$ cat config.mk
export PLATFORM = sky130hd
export DESIGN_NAME = multi_channel_software_timer
export DESIGN_NICKNAME = d
export VERILOG_FILES = /design/src/rtl/mcst_pkg.sv /design/src/rtl/mcst_cell.sv /design/src/rtl/mcst_op.sv /design/src/rtl/multi_channel_software_timer.sv
export SDC_FILE = /design/constraint.sdc
export NUM_CORES = 2
export LEC_CHECK = 0
export ABC_AREA = 1
export BUFFER_PORTS_ARGS = -buffer_cell sky130_fd_sc_hd__buf_2
export CORE_UTILIZATION = 50
export DETAILED_ROUTE_END_ITERATION = 8
export PLACE_DENSITY = 0.66
export SKIP_LAST_GASP = 1
export SYNTH_ARGS = -nofsm -noshare
export SYNTH_HDL_FRONTEND = slang
export SYNTH_HIERARCHICAL = 1
export SYNTH_SLANG_ARGS = --single-unit
export TNS_END_PERCENT = 50
$ cat constraint.sdc
create_clock -name clk -period 5.45 [get_ports clk]
set_clock_uncertainty 0.1 [all_clocks]
set_input_delay 1.09 -clock clk [delete_from_list [all_inputs] [get_ports clk]]
set_output_delay 1.09 -clock clk [all_outputs]
set_load 0.1 [all_outputs]
$ cat src/rtl/mcst_pkg.sv
// Package with the shared types, sizes and command codes of the countdown timer table.
package mcst_pkg;

    localparam int TIMER_COUNT = 16;
    localparam int COUNT_WIDTH = 24;
    localparam int STEP_W      = (TIMER_COUNT > 1) ? $clog2(TIMER_COUNT) : 1;
    localparam int IN_DATA_W   = 32;
    localparam int OUT_DATA_W  = 72;

    typedef enum logic [1:0] {
        CMD_TICK    = 2'd0,
        CMD_SET     = 2'd1,
        CMD_KILL    = 2'd2,
        CMD_SERVICE = 2'd3
    } cmd_t;

    typedef enum logic [1:0] {
        ST_IDLE,
        ST_RUN,
        ST_FIN
    } state_t;

    typedef struct packed {
        logic [COUNT_WIDTH-1:0] reload;
        logic [COUNT_WIDTH-1:0] count;
        logic                   run;
        logic                   pend;
    } entry_t;

    typedef struct packed {
        cmd_t                   cmd;
        logic                   hit;
        logic [COUNT_WIDTH-1:0] delay;
        logic                   restart;
    } op_ctrl_t;

endpackage

$ cat src/rtl/mcst_cell.sv
// One timer entry of the rotating table, loaded from its neighbour on every shift.
module mcst_cell
    import mcst_pkg::*;
(
    input  logic   clk,
    input  logic   rst_n,
    input  logic   shift,
    input  entry_t d,
    output entry_t q
);

    entry_t entry_reg;
    entry_t entry_next;

    always_comb
    begin
        entry_next = shift ? d : entry_reg;
    end

    always_ff @(posedge clk or negedge rst_n)
    begin
        if (!rst_n)
        begin
            entry_reg <= '0;
        end
        else
        begin
            entry_reg <= entry_next;
        end
    end

    assign q = entry_reg;

endmodule

$ cat src/rtl/mcst_op.sv
// Applies the current command to the timer entry leaving the head of the ring.
module mcst_op
    import mcst_pkg::*;
(
    input  op_ctrl_t ctrl,
    input  entry_t   entry_in,
    output entry_t   entry_out,
    output logic     reject
);

    always_comb
    begin
        entry_out = entry_in;
        reject    = 1'b0;
        unique case (ctrl.cmd)
            CMD_TICK:
            begin
                if (entry_in.run)
                begin
                    if (entry_in.count != '0)
                    begin
                        entry_out.count = entry_in.count - 1'b1;
                    end
                    else
                    begin
                        entry_out.pend = 1'b1;
                        entry_out.run  = 1'b0;
                    end
                end
            end
            CMD_SET:
            begin
                if (ctrl.hit)
                begin
                    if (ctrl.delay == '0)
                    begin
                        reject = 1'b1;
                    end
                    else
                    begin
                        entry_out.reload = ctrl.delay;
                        entry_out.count  = ctrl.delay;
                        entry_out.run    = 1'b1;
                    end
                end
            end
            CMD_KILL:
            begin
                if (ctrl.hit)
                begin
                    entry_out = '0;
                end
            end
            CMD_SERVICE:
            begin
                if (ctrl.hit)
                begin
                    if (!entry_in.pend)
                    begin
                        reject = 1'b1;
                    end
                    else
                    begin
                        entry_out.pend = 1'b0;
                        if (ctrl.restart)
                        begin
                            entry_out.count = entry_in.reload;
                            entry_out.run   = 1'b1;
                        end
                    end
                end
            end
            default:
            begin
                entry_out = entry_in;
            end
        endcase
    end

endmodule

$ cat src/rtl/multi_channel_software_timer.sv
// Top level of the multi-channel countdown timer table.
//
// Commands arrive on the slave stream (s_tvalid, s_tready, s_tdata); each one
// gives exactly one result transaction on the master stream (m_tvalid,
// m_tready, m_tdata) carrying a status bit and the pending and running masks
// as they stand after the command.
// The timers sit in a ring of TIMER_COUNT cells. A command rotates the ring
// once round, one cell per cycle, and the entry leaving the head cell is
// updated on its way to the tail, so a tick reaches every timer and set, kill
// and service reach the addressed one. A command runs through the run state,
// where the ring turns once round, and then the finish state, which loads
// the result register; a new command is taken only once the block is back
// in idle.
// The result sits in an output register. While the receiver stalls, the next
// command is still accepted and processed; its result then waits, with the
// ring stopped, until the register is free, and no further command is taken.
// Reset clears every timer (reload, count, running and pending) and leaves
// the block idle with no result pending.
module multi_channel_software_timer
    import mcst_pkg::*;
(
    input  logic                  clk,
    input  logic                  rst_n,
    input  logic                  s_tvalid,
    output logic                  s_tready,
    // command[1:0], timer_id[6:2], delay_ticks[30:7], restart[31]
    input  logic [IN_DATA_W-1:0]  s_tdata,
    output logic                  m_tvalid,
    input  logic                  m_tready,
    // status[0], pending_mask[32:1], running_mask[64:33], zeros above
    output logic [OUT_DATA_W-1:0] m_tdata
);

    state_t state_reg;
    state_t state_next;

    logic shift;
    logic load_out;
    logic last_step;
    logic accept;

    cmd_t                   cmd_reg;
    logic [4:0]             id_reg;
    logic [COUNT_WIDTH-1:0] delay_reg;
    logic                   restart_reg;
    logic                   in_range_reg;
    logic                   status_reg;
    logic                   status_next;
    logic [STEP_W-1:0]      step_reg;
    logic [STEP_W-1:0]      step_next;

    logic        out_valid_reg;
    logic        out_status_reg;
    logic [31:0] out_pend_reg;
    logic [31:0] out_run_reg;

    logic [31:0]            delay_wide;
    logic                   id_in_range;
    logic                   op_reject;
    op_ctrl_t               op_ctrl;
    entry_t                 op_out;
    entry_t                 cell_q [TIMER_COUNT];
    logic [TIMER_COUNT-1:0] pend_vec;
    logic [TIMER_COUNT-1:0] run_vec;

    assign accept      = s_tvalid && s_tready;
    assign last_step   = (step_reg == STEP_W'(TIMER_COUNT - 1));
    assign delay_wide  = 32'(s_tdata[30:7]);
    assign id_in_range = ({1'b0, s_tdata[6:2]} < 6'(TIMER_COUNT));

    // Next state.
    always_comb
    begin
        state_next = state_reg;
        unique case (state_reg)
            ST_IDLE:
            begin
                if (s_tvalid)
                begin
                    state_next = ST_RUN;
                end
            end
            ST_RUN:
            begin
                if (last_step)
                begin
                    state_next = ST_FIN;
                end
            end
            ST_FIN:
            begin
                if (!out_valid_reg || m_tready)
                begin
                    state_next = ST_IDLE;
                end
            end
            default:
            begin
                state_next = ST_IDLE;
            end
        endcase
    end

    // State outputs.
    always_comb
    begin
        s_tready = 1'b0;
        shift    = 1'b0;
        load_out = 1'b0;
        unique case (state_reg)
            ST_IDLE: s_tready = 1'b1;
            ST_RUN:  shift    = 1'b1;
            ST_FIN:  load_out = !out_valid_reg || m_tready;
            default: s_tready = 1'b0;
        endcase
    end

    always_ff @(posedge clk or negedge rst_n)
    begin
        if (!rst_n)
        begin
            state_reg <= ST_IDLE;
        end
        else
        begin
            state_reg <= state_next;
        end
    end

    // The entry at the head cell during step k belongs to timer k.
    assign op_ctrl.cmd     = cmd_reg;
    assign op_ctrl.hit     = in_range_reg && (6'(step_reg) == {1'b0, id_reg});
    assign op_ctrl.delay   = delay_reg;
    assign op_ctrl.restart = restart_reg;

    mcst_op u_op (
        .ctrl      (op_ctrl),
        .entry_in  (cell_q[0]),
        .entry_out (op_out),
        .reject    (op_reject)
    );

    genvar gi;
    generate
        for (gi = 0; gi < TIMER_COUNT; gi++)
        begin : g_cell
            entry_t cell_d;
            if (gi == TIMER_COUNT - 1)
            begin : g_tail
                assign cell_d = op_out;
            end
            else
            begin : g_body
                assign cell_d = cell_q[gi+1];
            end

            mcst_cell u_cell (
                .clk   (clk),
                .rst_n (rst_n),
                .shift (shift),
                .d     (cell_d),
                .q     (cell_q[gi])
            );

            assign pend_vec[gi] = cell_q[gi].pend;
            assign run_vec[gi]  = cell_q[gi].run;
        end
    endgenerate

    always_comb
    begin
        step_next   = step_reg;
        status_next = status_reg;
        if (accept)
        begin
            step_next   = '0;
            // Tick always succeeds; other commands fail at once on a bad id.
            status_next = (cmd_t'(s_tdata[1:0]) != CMD_TICK) && !id_in_range;
        end
        else if (shift)
        begin
            step_next = last_step ? '0 : step_reg + 1'b1;
            if (op_reject)
            begin
                status_next = 1'b1;
            end
        end
    end

    always_ff @(posedge clk or negedge rst_n)
    begin
        if (!rst_n)
        begin
            step_reg   <= '0;
            status_reg <= 1'b0;
        end
        else
        begin
            step_reg   <= step_next;
            status_reg <= status_next;
        end
    end

    always_ff @(posedge clk)
    begin
        if (accept)
        begin
            cmd_reg      <= cmd_t'(s_tdata[1:0]);
            id_reg       <= s_tdata[6:2];
            delay_reg    <= delay_wide[COUNT_WIDTH-1:0];
            restart_reg  <= s_tdata[31];
            in_range_reg <= id_in_range;
        end
    end

    always_ff @(posedge clk or negedge rst_n)
    begin
        if (!rst_n)
        begin
            out_valid_reg <= 1'b0;
        end
        else if (load_out)
        begin
            out_valid_reg <= 1'b1;
        end
        else if (m_tready)
        begin
            out_valid_reg <= 1'b0;
        end
    end

    always_ff @(posedge clk)
    begin
        if (load_out)
        begin
            out_status_reg <= status_reg;
            out_pend_reg   <= 32'(pend_vec);
            out_run_reg    <= 32'(run_vec);
        end
    end

    assign m_tvalid = out_valid_reg;
    assign m_tdata  = {7'b0, out_run_reg, out_pend_reg, out_status_reg};

endmodule
* After elaboration in Yosys (flattened, before gate mapping)
Index checks and enable logic that the tools add are counted.
W data, S select, Z words.
** Word-level totals
- Output and inout port bits :: 74
- Bits of input ports :: 36
- Register bits :: 874
** Operators by class
- Reductions and logical operators :: 16
- Muxes and demuxes :: 32
- $add $sub $neg :: 2
- $lt $le $gt $ge :: 1
- Equal/unequal tests :: 10
** Operator list (number)
- $pmux W25 S4 :: 1
- $mux W49 :: 2
- $mux W26 :: 3
- $mux W50 :: 1
- $pmux W24 S2 :: 1
- $mux W25 :: 1
- $logic_not A24 Y1 :: 1
- $mux W24 :: 1
- $reduce_bool A24 Y1 :: 1
- $sub A24 B1 Y24 const B :: 1
- $mux W1 :: 12
- $mux W4 :: 3
- $mux W2 :: 4
- $reduce_bool A2 Y1 :: 4
- $eq A2 B2 Y1 const B :: 3
- $ne A2 B2 Y1 const B :: 3
- $pmux W2 S3 :: 1
- $eq A4 B5 Y1 :: 1
- $lt A5 B5 Y1 const B :: 1
- $add A4 B1 Y4 const B :: 1
- $eq A2 B1 Y1 const B :: 2
- $eq A4 B4 Y1 const B :: 1
- $logic_not A2 Y1 :: 2
- $logic_and A1 B1 Y1 :: 3
- other kinds (6) :: 7

* Depth between registers and ports, before layout
- Depth after elaboration :: 7
- Gate-level depth with buffers :: 18
- Mapped depth without buffers :: 17

* Modules after synthesis
Netlist, hierarchy kept.
** Modules (own cells, without submodules)
- mcst_cell :: cells an instance 212, times used 16, area each 1928.1 µm²
- multi_channel_software_timer :: cells an instance 184, times used 1, area each 2783.9 µm²
- mcst_op :: cells an instance 573, times used 1, area each 2727.6 µm²

* Least setup slack after synthesis
Ideal clock, no wire load.
- Kind :: input -> register
- From :: in m_tready
- To :: reg out_pend_reg[0] (enable)
- Arrival time :: 2.543 ns
- Slack :: 2.384 ns
- Buffers on the path :: 0
- Data required time :: 4.927 ns
- Stages :: 2
- Path through :: nor2_1 -> nor2_1
** Between the ends
- Cells in the longest elaborated chain, start to end :: 2
** RTL lines
- from (decl) :: RTL line multi_channel_software_timer.sv:29 : input logic m_tready,
- $logic_or A1 B1 Y1 :: RTL line multi_channel_software_timer.sv:113 : ST_FIN: load_out = !out_valid_reg || m_tready;
- $mux W1 :: RTL line multi_channel_software_timer.sv:110 : unique case (state_reg)
- named net load_out :: RTL line multi_channel_software_timer.sv:38 : logic load_out;
- to (signal assigned) :: RTL line multi_channel_software_timer.sv:237 : out_pend_reg <= 32'(pend_vec);
- to (decl) :: RTL line multi_channel_software_timer.sv:54 : logic [31:0] out_pend_reg;
The timed path passes the listed nets, and every way through them passes these cells.
A chain may end at the register's enable or synchronous reset.

==> impl_metrics.py <==
metrics = {
    "timing": {
        "tightest_slew_ps": 1190,
        "worst_slack_ps": 2070,
        "slew_headroom": 0.206,
        "finalSetupViolCount": 0,
        "drv_slew": 0,
        "max_freq_mhz": 295,
        "setup_tns_ps": 0,
        "rsz0062_at_grt": "no",
        "fin_crit_ps": 3380,
        "period_share": 0.621,
        "holdWs_ps": 366,
        "finalHoldViolCount": 0,
    },
    "finish": {
        "stdcell_count": 5166,
        "nets": 4182,
        "antenna_cells": 0,
        "area_delta_synth_final_pct": 8.68,
        "largest_reg_flops": 800,
        "drive_gt1_frac": 0.0733,
    },
    "synth": {
        "seq_area_frac_synth": 0.611,
        "synth_flop_cell": "dfrtp_1",
        "yosysWarnings": 6,
        "synth.most_common_cell": "nand2_1",
        "ys_seq_elements": 874,
        "synthTopCellsByArea": "dfrtp_1 (56%), nand2_1 (27%), edfxtp_1 (5.5%), buf_6 (3.1%), buf_4 (2.5%)",
        "async_reset_ff_frac": 0.924,
        "netlist.area_leader.share": 0.556,
        "synth_edf_count": 66,
        "synth_top_cell_by_area": "dfrtp_1",
        "syn_avg_cell_area_um2": 8.76,
        "synth_cell_type_count": 37,
        "netlist_instances": 4149,
        "ys_top_cells_by_count": "nand2_1 (2652), dfrtp_1 (808), buf_4 (122)",
        "syn_area_um2": 36400,
    },
    "setup_path": {
        "reg2reg_slack_ps": 2070,
        "startpoint_type": "register",
        "required_ps": 5930,
        "cpMostUsedCell": "nand2_1",
        "critPathKind": "reg -> reg",
        "reg2reg_from": "step_reg[0]",
        "worst_path_max_delay_cell": "nor2_2",
        "cp.arrival_ps": 3870,
        "reg2reg_to": "g_cell[15].u_cell/q[13]",
        "reg2regPathDepth": 16,
        "worstPathCellList": "nand2_1, nand2_1, nor2_1, nand2_1, nor2_2, buf_4, nand3_1, nor2_2, inv_1, o22ai_1, inv_1, nand2_1, nand2_1, nand2_1, nand2_1, nand2_1",
        "cp_max_fo": 18,
        "cpPeakStageDelay_ps": 550,
        "endpoint_kind": "register",
    },
    "routing": {
        "avgRoutedWirePerCell_um": 17.7,
        "wl_um": 91600,
        "dr_total_vias": 25800,
        "drcViolationCount": 0,
        "postRouteAntennaNets": 0,
        "dr.pass1.iters": 8,
        "first_iter_violations": 2279,
        "viasPerCell": 4.99,
    },
    "min_path": {
        "hold_start": "g_cell[10].u_cell/q[47]",
        "holdPathEnd": "g_cell[9].u_cell/q[47]",
        "min_path_cells": 2,
        "hold_class": "reg -> reg",
    },
    "pwr": {
        "power.density_nw_per_um2": 500,
        "power_switching_uw": 6980,
        "p_sw_frac": 0.354,
        "ir_drop_v": 0.000305,
        "internal-power_uw": 12800,
        "power_leakage_uw": 0.0221,
        "p_comb_frac": 0.234,
        "clkPwrFrac": 0.326,
        "p_seq_frac": 0.440,
    },
    "clock_network": {
        "clock_latency_ps": 640,
        "cts_root_buf": "clkbuf_16",
        "cts_resized": 0,
        "cts_buffers": 92,
        "cts_tree": "built",
        "postCtsSetupBuffers": 0,
        "ctsHtreeMaxLevel": 3,
        "clk_pin_slew_ps": 60,
        "clock-sinks": 874,
        "cts_buffer_depth": 3,
        "cts_hold_buf": 0,
    },
    "place": {
        "dpl.cell_count": 4995,
        "dp_slack_ps": 2100,
        "routabilityCongestion": 0.918,
        "hpwlAfterDp_um": 59600,
        "port_buffers": 70,
    },
    "outcome": {
        "status": "finished, final reports clean",
    },
    "grt": {
        "antenna_found_initial": 2,
        "gr-total-overflow": 0,
        "grt_max_degree": 161,
        "gr-usage-met3": 0.0463,
        "grt.met1_usage": 0.371,
        "busiest_layer": "met2",
        "grtUsageTotal": 0.256,
        "use_met2": 0.396,
        "grt_pass1_vias": 25400,
        "grt_pass1_wl_um": 147000,
    },
    "floorplan": {
        "core-area_um2": 71700,
        "row_count": 98,
        "die_y_um": 272,
        "die_w_um": 272,
        "io-pin-count": 110,
        "start_util": 0.507,
        "die-area_um2": 73800,
    },
    "run": {
        "drv_cap": 0,
    },
}
## kinds of logic (layout without fill, tap and decap cells)
group / count (synthesis) / count (layout) / share of synthesized area
AND/OR/NAND/NOR: 2822 / 2822 / 0.298
flip-flops: 874 / 874 / 0.611
other: 1 / 39 / 0.000103
AO/OA/AOI/OAI: 80 / 80 / 0.0140
adder cells (fa/ha/maj): 7 / 7 / 0.00241
XOR/XNOR: 9 / 9 / 0.00217
buffers and inverters: 356 / 385 / 0.0727
## cell usage in the layout (no fill, tap or decap), types with 16 or more instances in the layout
cell	count
nand2_1	2652
dfrtp_1	808
clkbuf_16	98
inv_1	90
buf_2	69
edfxtp_1	66
nor2_1	61
nand3_1	61
conb_1	39
o22ai_1	36
clkbuf_8	27
clkbuf_1	24
buf_4	20
inv_6	18
nor2_2	16
## power by group through the flow
stage	combinational, uW	clock [uW]	sequential, uW
after global placement	4590	0	8790
after global routing	5190	6830	8830
final	4620	6440	8690
after floorplan	4110	0	8420
after CTS	4660	6560	8700
after detailed placement	4650	0	8800
## worst max-delay path, delay by kind of cell (launching register included)
kind | cells | cell delay (ps)
DFF | 1 | 440
and+or+nand+nor | 12 | 1690
buffers and inverters | 3 | 780
AOI/OAI and AO/OA | 1 | 280
## per-layer routing
| metal | vias to the layer above | part of all wire |
|---|---|---|
| li1 | 12600 | - |
| met1 | 12500 | 0.46 |
| met2 | 546 | 0.46 |
| met3 | 140 | 0.057 |
| met4 | 0 | 0.026 |
| met5 | - | 0 |
## how the worst max path moves through the flow
stage | startpoint | endpoint | slack (ps) | depth (start not counted)
2_1_floorplan | m_tready | out_pend_reg[0] | 2380 | 2
3_3_place_gp | step_reg[0] | g_cell[15].u_cell/q[21] | 2110 | 16
3_5_place_dp | step_reg[0] | g_cell[15].u_cell/q[13] | 2100 | 16
4_1_cts | step_reg[3] | g_cell[15].u_cell/q[13] | 2070 | 17
5_1_grt | step_reg[3] | g_cell[15].u_cell/q[13] | 1670 | 17
6_report | step_reg[0] | g_cell[15].u_cell/q[13] | 2070 | 16
## area by class of cell
class	instances	area (um^2)
fill	6708	32200
tap	950	1190
clock buffer	149	2910
inverter	111	523
multi-input combinational	2957	11700
sequential	874	22200
clock inverter	22	251
timing repair buffer	103	771
## per-stage QoR
stage | total power [uW] | utilization | instance area [um^2]
floorplan | 12500 | - | 36500
global placement | 13400 | 0.507 | 36400
finish | 19700 | 0.551 | 39500
CTS | 19900 | 0.551 | 39500
global route | 20800 | 0.551 | 39500
detailed placement | 13400 | 0.507 | 36400
Power figures use the tool's default switching activity.
